File: src/rtl/core/vdir_pkg.sv
package vdir_pkg;

  // Reset value of the length threshold, Q16.16
  localparam logic [31:0] MIN_LENGTH_RESET = 32'd6;

  // Default depth of the queue between front and back
  localparam int QUEUE_DEPTH_DEFAULT = 2;

  // Differences are one bit wider than the positions
  localparam int DIFF_W = 33;

  // Word passed from the front to the back
  typedef struct packed {
    logic signed [DIFF_W-1:0] dx;
    logic signed [DIFF_W-1:0] dy;
    logic                     first_frame;
  } item_t;

endpackage

File: src/rtl/core/vdir_front.sv
module vdir_front (
  input  logic                  clk,
  input  logic                  rst,
  input  logic                  in_valid,
  output logic                  in_stall,
  input  logic signed [31:0]    pos_x,
  input  logic signed [31:0]    pos_y,
  input  logic                  x_invalid,
  input  logic                  y_invalid,
  input  logic                  first_frame,
  input  logic                  q_full,
  output logic                  push,
  output vdir_pkg::item_t       push_item
);
  import vdir_pkg::*;

  logic signed [31:0] prev_x;
  logic signed [31:0] prev_y;
  logic signed [31:0] cur_x;
  logic signed [31:0] cur_y;

  // Invalid components count as zero
  assign cur_x = x_invalid ? 32'sd0 : pos_x;
  assign cur_y = y_invalid ? 32'sd0 : pos_y;

  assign in_stall = q_full;
  assign push     = in_valid && !q_full;

  // Difference against the previous sample
  always_comb begin
    push_item.dx          = DIFF_W'(cur_x) - DIFF_W'(prev_x);
    push_item.dy          = DIFF_W'(cur_y) - DIFF_W'(prev_y);
    push_item.first_frame = first_frame;
  end

  // Previous sample, updated on every accepted word
  always_ff @(posedge clk) begin
    if (rst) begin
      prev_x <= '0;
      prev_y <= '0;
    end else if (push) begin
      prev_x <= cur_x;
      prev_y <= cur_y;
    end
  end

endmodule

File: src/rtl/core/vdir_queue.sv
module vdir_queue #(
  parameter int DEPTH = vdir_pkg::QUEUE_DEPTH_DEFAULT
) (
  input  logic                  clk,
  input  logic                  rst,
  input  logic                  push,
  input  vdir_pkg::item_t       push_item,
  output logic                  full,
  input  logic                  pop,
  output logic                  not_empty,
  output vdir_pkg::item_t       pop_item
);
  import vdir_pkg::*;

  localparam int PTR_W = (DEPTH > 1) ? $clog2(DEPTH) : 1;
  localparam int CNT_W = $clog2(DEPTH + 1);

  item_t              mem [DEPTH];
  logic [PTR_W-1:0]   wr_ptr;
  logic [PTR_W-1:0]   rd_ptr;
  logic [CNT_W-1:0]   count;

  assign full      = (count == CNT_W'(DEPTH));
  assign not_empty = (count != '0);
  assign pop_item  = mem[rd_ptr];

  // Storage
  always_ff @(posedge clk) begin
    if (push) begin
      mem[wr_ptr] <= push_item;
    end
  end

  // Pointers and fill count
  always_ff @(posedge clk) begin
    if (rst) begin
      wr_ptr <= '0;
      rd_ptr <= '0;
      count  <= '0;
    end else begin
      if (push) begin
        wr_ptr <= (wr_ptr == PTR_W'(DEPTH - 1)) ? '0 : wr_ptr + 1'b1;
      end
      if (pop) begin
        rd_ptr <= (rd_ptr == PTR_W'(DEPTH - 1)) ? '0 : rd_ptr + 1'b1;
      end
      if (push && !pop) begin
        count <= count + 1'b1;
      end else if (pop && !push) begin
        count <= count - 1'b1;
      end
    end
  end

endmodule

File: src/rtl/core/vdir_back.sv
module vdir_back (
  input  logic                  clk,
  input  logic                  rst,
  input  logic [31:0]           min_length,
  input  logic                  q_not_empty,
  input  vdir_pkg::item_t       q_item,
  output logic                  pop,
  output logic                  out_valid,
  input  logic                  out_stall,
  output logic signed [15:0]    dir_x,
  output logic signed [15:0]    dir_y,
  output logic                  moved
);
  import vdir_pkg::*;

  typedef enum logic [2:0] {
    S_IDLE, S_MUL, S_TEST, S_NORM, S_SQRT, S_DIV, S_OUT
  } state_t;

  state_t       state;
  logic [32:0]  ax, ay;
  logic         negx, negy, ff, phase, is_moved;
  logic [63:0]  thr;
  logic [65:0]  acc;
  logic [33:0]  prod;
  logic [5:0]   psh;
  logic         pv;
  logic [2:0]   k;
  logic [5:0]   cnt;
  logic [31:0]  root;
  logic [34:0]  rem;
  logic [63:0]  rad;
  logic [33:0]  rx, ry;
  logic [14:0]  nlx, nly;
  logic [14:0]  qx, qy;

  // Multiplier operand selection
  logic [16:0]  ma, mb;
  logic [5:0]   msh;
  logic [32:0]  m;
  logic [34:0]  r2, trial;
  logic [46:0]  numx, numy;
  logic [32:0]  dv;
  logic [33:0]  tx, ty;
  logic [32:0]  dxa, dya;

  always_comb begin
    ma = '0; mb = '0; msh = 6'd0;
    case (k)
      3'd0: begin ma = {1'b0, ax[15:0]}; mb = {1'b0, ax[15:0]}; msh = 6'd0; end
      3'd1: begin ma = ax[32:16]; mb = {1'b0, ax[15:0]}; msh = 6'd17; end
      3'd2: begin ma = ax[32:16]; mb = ax[32:16]; msh = 6'd32; end
      3'd3: begin ma = {1'b0, ay[15:0]}; mb = {1'b0, ay[15:0]}; msh = 6'd0; end
      3'd4: begin ma = ay[32:16]; mb = {1'b0, ay[15:0]}; msh = 6'd17; end
      3'd5: begin ma = ay[32:16]; mb = ay[32:16]; msh = 6'd32; end
      default: begin ma = '0; mb = '0; msh = 6'd0; end
    endcase
  end

  // Magnitudes of the incoming differences
  assign dxa = q_item.dx[DIFF_W-1] ? 33'(-q_item.dx) : 33'(q_item.dx);
  assign dya = q_item.dy[DIFF_W-1] ? 33'(-q_item.dy) : 33'(q_item.dy);

  // Larger magnitude for normalisation
  assign m = (ax > ay) ? ax : ay;

  // Square root step
  assign r2    = {rem[32:0], rad[63:62]};
  assign trial = {1'b0, root, 2'b01};

  // Division step
  assign dv = {root, 1'b0};
  assign tx = {rx[32:0], nlx[14]};
  assign ty = {ry[32:0], nly[14]};
  assign numx = {ax[31:0], 15'd0} + {15'd0, root};
  assign numy = {ay[31:0], 15'd0} + {15'd0, root};

  assign pop = (state == S_IDLE) && q_not_empty;

  always_ff @(posedge clk) begin
    if (rst) begin
      state     <= S_IDLE;
      out_valid <= 1'b0;
      pv        <= 1'b0;
    end else begin
      case (state)
        // Take the next word from the queue
        S_IDLE: begin
          if (q_not_empty) begin
            ax    <= dxa;
            ay    <= dya;
            negx  <= q_item.dx[DIFF_W-1];
            negy  <= q_item.dy[DIFF_W-1];
            ff    <= q_item.first_frame;
            thr   <= 64'(min_length) * 64'(min_length);
            acc   <= '0;
            k     <= '0;
            pv    <= 1'b0;
            phase <= 1'b0;
            state <= S_MUL;
          end
        end
        // Sum of squares from 17x17 partial products
        S_MUL: begin
          if (pv) begin
            acc <= acc + ({32'd0, prod} << psh);
          end
          if (k != 3'd6) begin
            prod <= {17'd0, ma} * {17'd0, mb};
            psh  <= msh;
            pv   <= 1'b1;
            k    <= k + 1'b1;
          end else begin
            pv <= 1'b0;
            if (!phase) begin
              state <= S_TEST;
            end else begin
              state <= S_SQRT;
              cnt   <= '0;
              root  <= '0;
              rem   <= '0;
            end
          end
        end
        // Exact threshold test on squared length; a first frame reports no motion
        S_TEST: begin
          if (!ff && (acc > {2'b00, thr})) begin
            is_moved <= 1'b1;
            state    <= S_NORM;
          end else begin
            is_moved <= 1'b0;
            qx       <= '0;
            qy       <= '0;
            state    <= S_OUT;
          end
        end
        // Bring the larger magnitude into [2^30, 2^31)
        S_NORM: begin
          if (m[32] || m[31]) begin
            ax <= ax >> 1;
            ay <= ay >> 1;
          end else if (m[30:23] == '0) begin
            ax <= ax << 8;
            ay <= ay << 8;
          end else if (m[30:27] == '0) begin
            ax <= ax << 4;
            ay <= ay << 4;
          end else if (m[30:29] == '0) begin
            ax <= ax << 2;
            ay <= ay << 2;
          end else if (!m[30]) begin
            ax <= ax << 1;
            ay <= ay << 1;
          end else begin
            acc   <= '0;
            k     <= '0;
            pv    <= 1'b0;
            phase <= 1'b1;
            state <= S_MUL;
          end
        end
        // Integer square root, one result bit a cycle, 32 bits
        S_SQRT: begin
          if (cnt == '0) begin
            rad <= acc[63:0];
            cnt <= 6'd1;
          end else begin
            rad <= rad << 2;
            if (r2 >= trial) begin
              rem  <= r2 - trial;
              root <= {root[30:0], 1'b1};
            end else begin
              rem  <= r2;
              root <= {root[30:0], 1'b0};
            end
            if (cnt == 6'd32) begin
              cnt   <= '0;
              qx    <= '0;
              qy    <= '0;
              state <= S_DIV;
            end else begin
              cnt <= cnt + 1'b1;
            end
          end
        end
        // Rounded quotients, both components side by side
        S_DIV: begin
          if (cnt == '0) begin
            rx  <= {2'b00, numx[46:15]};
            ry  <= {2'b00, numy[46:15]};
            nlx <= numx[14:0];
            nly <= numy[14:0];
            cnt <= 6'd1;
          end else begin
            nlx <= nlx << 1;
            nly <= nly << 1;
            if (tx >= {1'b0, dv}) begin
              rx <= tx - {1'b0, dv};
              qx <= {qx[13:0], 1'b1};
            end else begin
              rx <= tx;
              qx <= {qx[13:0], 1'b0};
            end
            if (ty >= {1'b0, dv}) begin
              ry <= ty - {1'b0, dv};
              qy <= {qy[13:0], 1'b1};
            end else begin
              ry <= ty;
              qy <= {qy[13:0], 1'b0};
            end
            cnt <= cnt + 1'b1;
            if (cnt == 6'd15) begin
              state <= S_OUT;
            end
          end
        end
        // Hand the result to the output register
        S_OUT: begin
          if (!out_valid || !out_stall) begin
            dir_x <= negx ? 16'(-{1'b0, qx}) : {1'b0, qx};
            dir_y <= negy ? 16'(-{1'b0, qy}) : {1'b0, qy};
            moved <= is_moved;
            state <= S_IDLE;
          end
        end
        default: state <= S_IDLE;
      endcase
      // Output word register
      if (state == S_OUT && (!out_valid || !out_stall)) begin
        out_valid <= 1'b1;
      end else if (out_valid && !out_stall) begin
        out_valid <= 1'b0;
      end
    end
  end

endmodule

File: src/rtl/core/velocity_direction_from_positions_unit.sv
// Unit direction of motion from a stream of 2D positions.
// Input channel: in_valid / in_stall with pos_x, pos_y (signed Q16.16),
// x_invalid, y_invalid and first_frame. Invalid components count as zero.
// Output channel: out_valid / out_stall with dir_x, dir_y (signed Q2.14)
// and moved. One result word for every input word, in order.
// Config channel: cfg_valid / cfg_ready with cfg_data, the Q16.16 length
// threshold; cfg_ready is always high. Write it only while the block is idle.
// The front takes a word while the queue is not full, forms the difference
// against the previous sample and places it in a short queue. The back
// handles one word at a time: a pass of partial products and the threshold
// test, and, when a direction is computed, normalisation, a second pass of
// partial products, the bit-serial square root and the 15-step divider.
// Reset clears the previous sample to zero, empties the queue and sets the
// threshold to 6 LSB. A result waits in the output register while out_stall
// is high; the front keeps taking words until the queue fills.
module velocity_direction_from_positions_unit #(
  parameter int QUEUE_DEPTH = vdir_pkg::QUEUE_DEPTH_DEFAULT
) (
  input  logic               clk,
  input  logic               rst,
  input  logic               in_valid,
  output logic               in_stall,
  input  logic signed [31:0] pos_x,
  input  logic signed [31:0] pos_y,
  input  logic               x_invalid,
  input  logic               y_invalid,
  input  logic               first_frame,
  output logic               out_valid,
  input  logic               out_stall,
  output logic signed [15:0] dir_x,
  output logic signed [15:0] dir_y,
  output logic               moved,
  input  logic               cfg_valid,
  output logic               cfg_ready,
  input  logic [31:0]        cfg_data
);
  import vdir_pkg::*;

  logic        q_full, q_not_empty, push, pop;
  item_t       push_item, pop_item;
  logic [31:0] min_length;

  // Threshold register
  assign cfg_ready = 1'b1;
  always_ff @(posedge clk) begin
    if (rst) begin
      min_length <= MIN_LENGTH_RESET;
    end else if (cfg_valid && cfg_ready) begin
      min_length <= cfg_data;
    end
  end

  vdir_front u_front (
    .clk, .rst, .in_valid, .in_stall, .pos_x, .pos_y, .x_invalid, .y_invalid,
    .first_frame, .q_full, .push, .push_item
  );

  vdir_queue #(.DEPTH(QUEUE_DEPTH)) u_queue (
    .clk, .rst, .push, .push_item, .full(q_full), .pop,
    .not_empty(q_not_empty), .pop_item
  );

  vdir_back u_back (
    .clk, .rst, .min_length, .q_not_empty, .q_item(pop_item), .pop,
    .out_valid, .out_stall, .dir_x, .dir_y, .moved
  );

endmodule
File: config.mk
export PLATFORM = sky130hd
export DESIGN_NAME = velocity_direction_from_positions_unit
export DESIGN_NICKNAME = d
export VERILOG_FILES = /design/src/rtl/core/vdir_pkg.sv /design/src/rtl/core/vdir_front.sv /design/src/rtl/core/vdir_queue.sv /design/src/rtl/core/vdir_back.sv /design/src/rtl/core/velocity_direction_from_positions_unit.sv
export SDC_FILE = /design/constraint.sdc
export NUM_CORES = 2
export LEC_CHECK = 0
export ABC_AREA = 1
export BUFFER_PORTS_ARGS = -buffer_cell sky130_fd_sc_hd__buf_2
export CORE_UTILIZATION = 30
export CTS_BUF_LIST = sky130_fd_sc_hd__clkbuf_4
export DETAILED_ROUTE_END_ITERATION = 6
export PLACE_DENSITY_LB_ADDON = 0.3
export SYNTH_ARGS = -nofsm -noshare
export SYNTH_HDL_FRONTEND = slang
export SYNTH_SLANG_ARGS = --single-unit
File: constraint.sdc
create_clock -name clk -period 9.5 [get_ports clk]
set_clock_uncertainty 0.15 [all_clocks]
set_input_delay 1.425 -clock clk [delete_from_list [all_inputs] [get_ports clk]]
set_output_delay 1.425 -clock clk [all_outputs]
set_load 0.03 [all_outputs]
==> results.md <==
- Outcome: completed
- First-pass GRT wire length: 453 mm
- Clock Path Buffers: 4
- Non-Filler Instances: 16000
- Die Y: 556 um
- IO buf count: 138
- Max incr delay on CP: 0.55 ns
- Final Cycle Share: 0.904
- Final setup TNS: 0 ns
- Reg2Reg Capture Point: u_back.prod[32]
- Overall routing resource usage: 0.188
- Detailed Route Iter0 Violations: 5995
- Fillers: 32900
- RSZ-0062 raised after global routing: false
- Syn-to-layout area delta: 9.44%
- DRC viols: 0
- Ratio of cells with drive above 1 in the final layout: 0.0634
- Worst hold path startpoint: pos_y[18]
- WHS Path Cells: 5
- Seq/Total Area, Yosys: 0.236
- DRT antenna net count: 0
- Detailed placement HPWL: 234 mm
- Critical path arrival: 9.47 ns
- Reg-to-reg startpoint: u_back.k[1]
- H-tree levels: 4
- Io pins: 140
- Largest net degree at the start of global routing: 98
- Syn_area_per_cell: 7.96 um^2
- Worst reg2reg setup slack: 0.91 ns
- Post-Syn Area: 92100 um^2
- Vias in the first global route: 76700
- Final Cell Area: 101000 um^2
- Vias per cell: 4.77
- Placed cell areas: 97600 um^2
- Top-count cell post-synth: inv_1
- Crit path from: u_back.k[1]
- Post-Syn Instances: 11600
- Final Max Slew Viols: 0
- Worst rel slew slack: 0.0786
- Worst-path clk slew: 0.08 ns
- # Post-CTS Setup Buffers: 0
- Via count: 76500
- Hold Crit Class: input port to register
- Final setup violating endpoints: 0
- Ys Warns: 0
- Drt first pass iters: 6
- Worst hold slack: 0.203 ns
- Hold Vio Cnt, Final: 0
- Critical path's slowest cell: clkinv_1
- Clock period minus worst slack: 8.59 ns
- Initial core utilization: 0.301
- Reg2reg path depth: 28
- Classification of the worst setup path: register to register
- Die X: 556 um
- Worst setup SP type: register
- GP Congestion: 0.974
- Post-CTS Resized: 0
- Biggest area consumer among synthesized cells: fa_1
- Row cnt: 203
- Tightest Pin Transition: 1.38 ns
- Critical path required time: 10.38 ns
- Peak Freq: 116 MHz
- Most frequent cells after synthesis: 2539 x inv_1, 2252 x nand2_1, 1041 x nor2_1
- DRT Wirelength: 292 mm
- Nets@finish: 13600
- Seq cells post-synth: 758
- Hold Buf Count CTS: 20
- Synth Flop Type: edfxtp_1
- Routed WL per cell: 18.2 um
- Crit-path max FO: 18
- Top post-synthesis cells by area: fa_1 23%, edfxtp_1 21%, inv_1 10%
- Placed insts: 15600
- Yosys cell types: 69
- Core area: 306000 um^2
- CP endpoint kind: register
- Ys async rst share: 0
- Most used cell along the critical path: fa_1
- CTS tree: yes
- Max_cap viols: 0
- Cts bufs inserted: 228
- Syn_nets: 13500
- Initial antenna violation count: 23
- Die ar.: 309000 um^2
- Grt total ovfl: 0
- Hold Path Sink: u_front.prev_y[18]
- Post-synth EDFFs: 652
- Sink Count: 758
- Clk root buf: clkbuf_4
- Top-area cell type share of the netlist area: 0.226
- Worst-Skew Late Latency: 1.46 ns
==> sequential cells by signal, indices dropped and copies added (netlist names), 3 cells and up, named ones only <==
register / flops
u_back.nly: 15
u_back.dir_x: 16
u_back.thr: 63
u_back.k: 3
u_back.qy: 15
u_back.rad: 64
u_back.dir_y: 16
u_back.ay: 33
u_back.qx: 15
u_back.acc: 66
u_back.prod: 34
u_back.ry: 33
u_front.prev_x: 32
u_queue.mem: 134
u_back.cnt: 6
min_length: 32
u_back.rem: 33
u_back.rx: 33
u_back.state: 3
u_front.prev_y: 32
u_back.ax: 33
u_back.root: 32
==> final cells by class <==
cell class | count | area [um^2] | area share
antenna | 7 | 17.5 | 0.000174
clock buffer | 310 | 2330 | 0.0231
clock inverter | 107 | 618 | 0.00613
inverter | 2564 | 9630 | 0.0955
multi-input combinational | 7908 | 59500 | 0.590
sequential | 758 | 21700 | 0.215
tap | 4100 | 5130 | 0.0509
timing repair buffer | 291 | 1890 | 0.0188
==> placed cells by master (no fill, tap or decap), types with 12 or more instances in the layout <==
cell,n
inv_1,2535
nand2_1,2252
fa_1,1038
nor2_1,1030
ha_1,748
a21oi_1,731
edfxtp_1,652
o21ai_0,637
clkbuf_4,310
nand3_1,267
xor2_1,199
buf_2,137
buf_4,134
nor3_1,107
xnor2_1,105
dfxtp_1,105
nand4_1,97
o22ai_1,82
clkinv_1,78
a31oi_1,69
o21ai_1,66
o21a_1,41
or2_2,40
nor4_1,40
o211ai_1,38
a21o_1,31
o21bai_1,31
a221oi_1,28
a211oi_1,27
mux2i_1,27
clkinv_2,26
a21boi_0,24
dlygate4sd3_1,20
nor2_2,16
nor2_4,16
inv_2,16
nand2_2,13
nand3b_1,12
==> routing by layer <==
| layer | up-vias | global-route usage | wire length [um] |
|---|---|---|---|
| met1 | 36600 | 0.266 | 136000 |
| met5 | - | 0 | 191 |
| met3 | 527 | 0.0310 | 20800 |
| met2 | 2345 | 0.291 | 126000 |
| met4 | 30 | 0.0579 | 9280 |
| li1 | 37000 | - | - |
==> metrics by stage <==
stage               worst slack (ns)   util
floorplan                       1.91      -
global placement                1.03  0.320
detailed placement              1.03  0.320
CTS                             1.01  0.330
global route                   0.419  0.330
finish                         0.909  0.330
==> worst max path at each step <==
stage / end / slack (ns) / cells past startpoint
3_5_place_dp: u_back.prod[23] / 1.03 / 29
6_report: u_back.prod[32] / 0.91 / 28
5_1_grt: u_back.prod[32] / 0.42 / 28
4_1_cts: u_back.prod[23] / 1.01 / 29
2_1_floorplan: u_back.acc[0] / 1.91 / 19
3_3_place_gp: u_back.prod[20] / 1.03 / 27
==> kinds of logic after synthesis <==
family | count (synthesis) | synth area share
AO/OA/AOI/OAI | 1853 | 0.111
XOR/XNOR | 304 | 0.0289
adder cells (fa/ha/maj) | 1786 | 0.327
buffers and inverters | 2903 | 0.120
flip-flops | 758 | 0.236
multiplexers | 27 | 0.00293
other | 1 | 0.0000407
AND/OR/NAND/NOR | 3937 | 0.174
==> worst max-delay path: cells and delay by family (launching register included) <==
family | cells | cell delay [ns]
fa+ha+maj | 8 | 3.39
simple gates | 8 | 2.24
compound gates | 4 | 0.67
flops | 1 | 0.50
buf+inv | 7 | 1.16
xor+xnor | 1 | 0.16
Power is not shown: default switching activity piles up to over one toggle a cycle in this logic, so the estimate is an artifact.
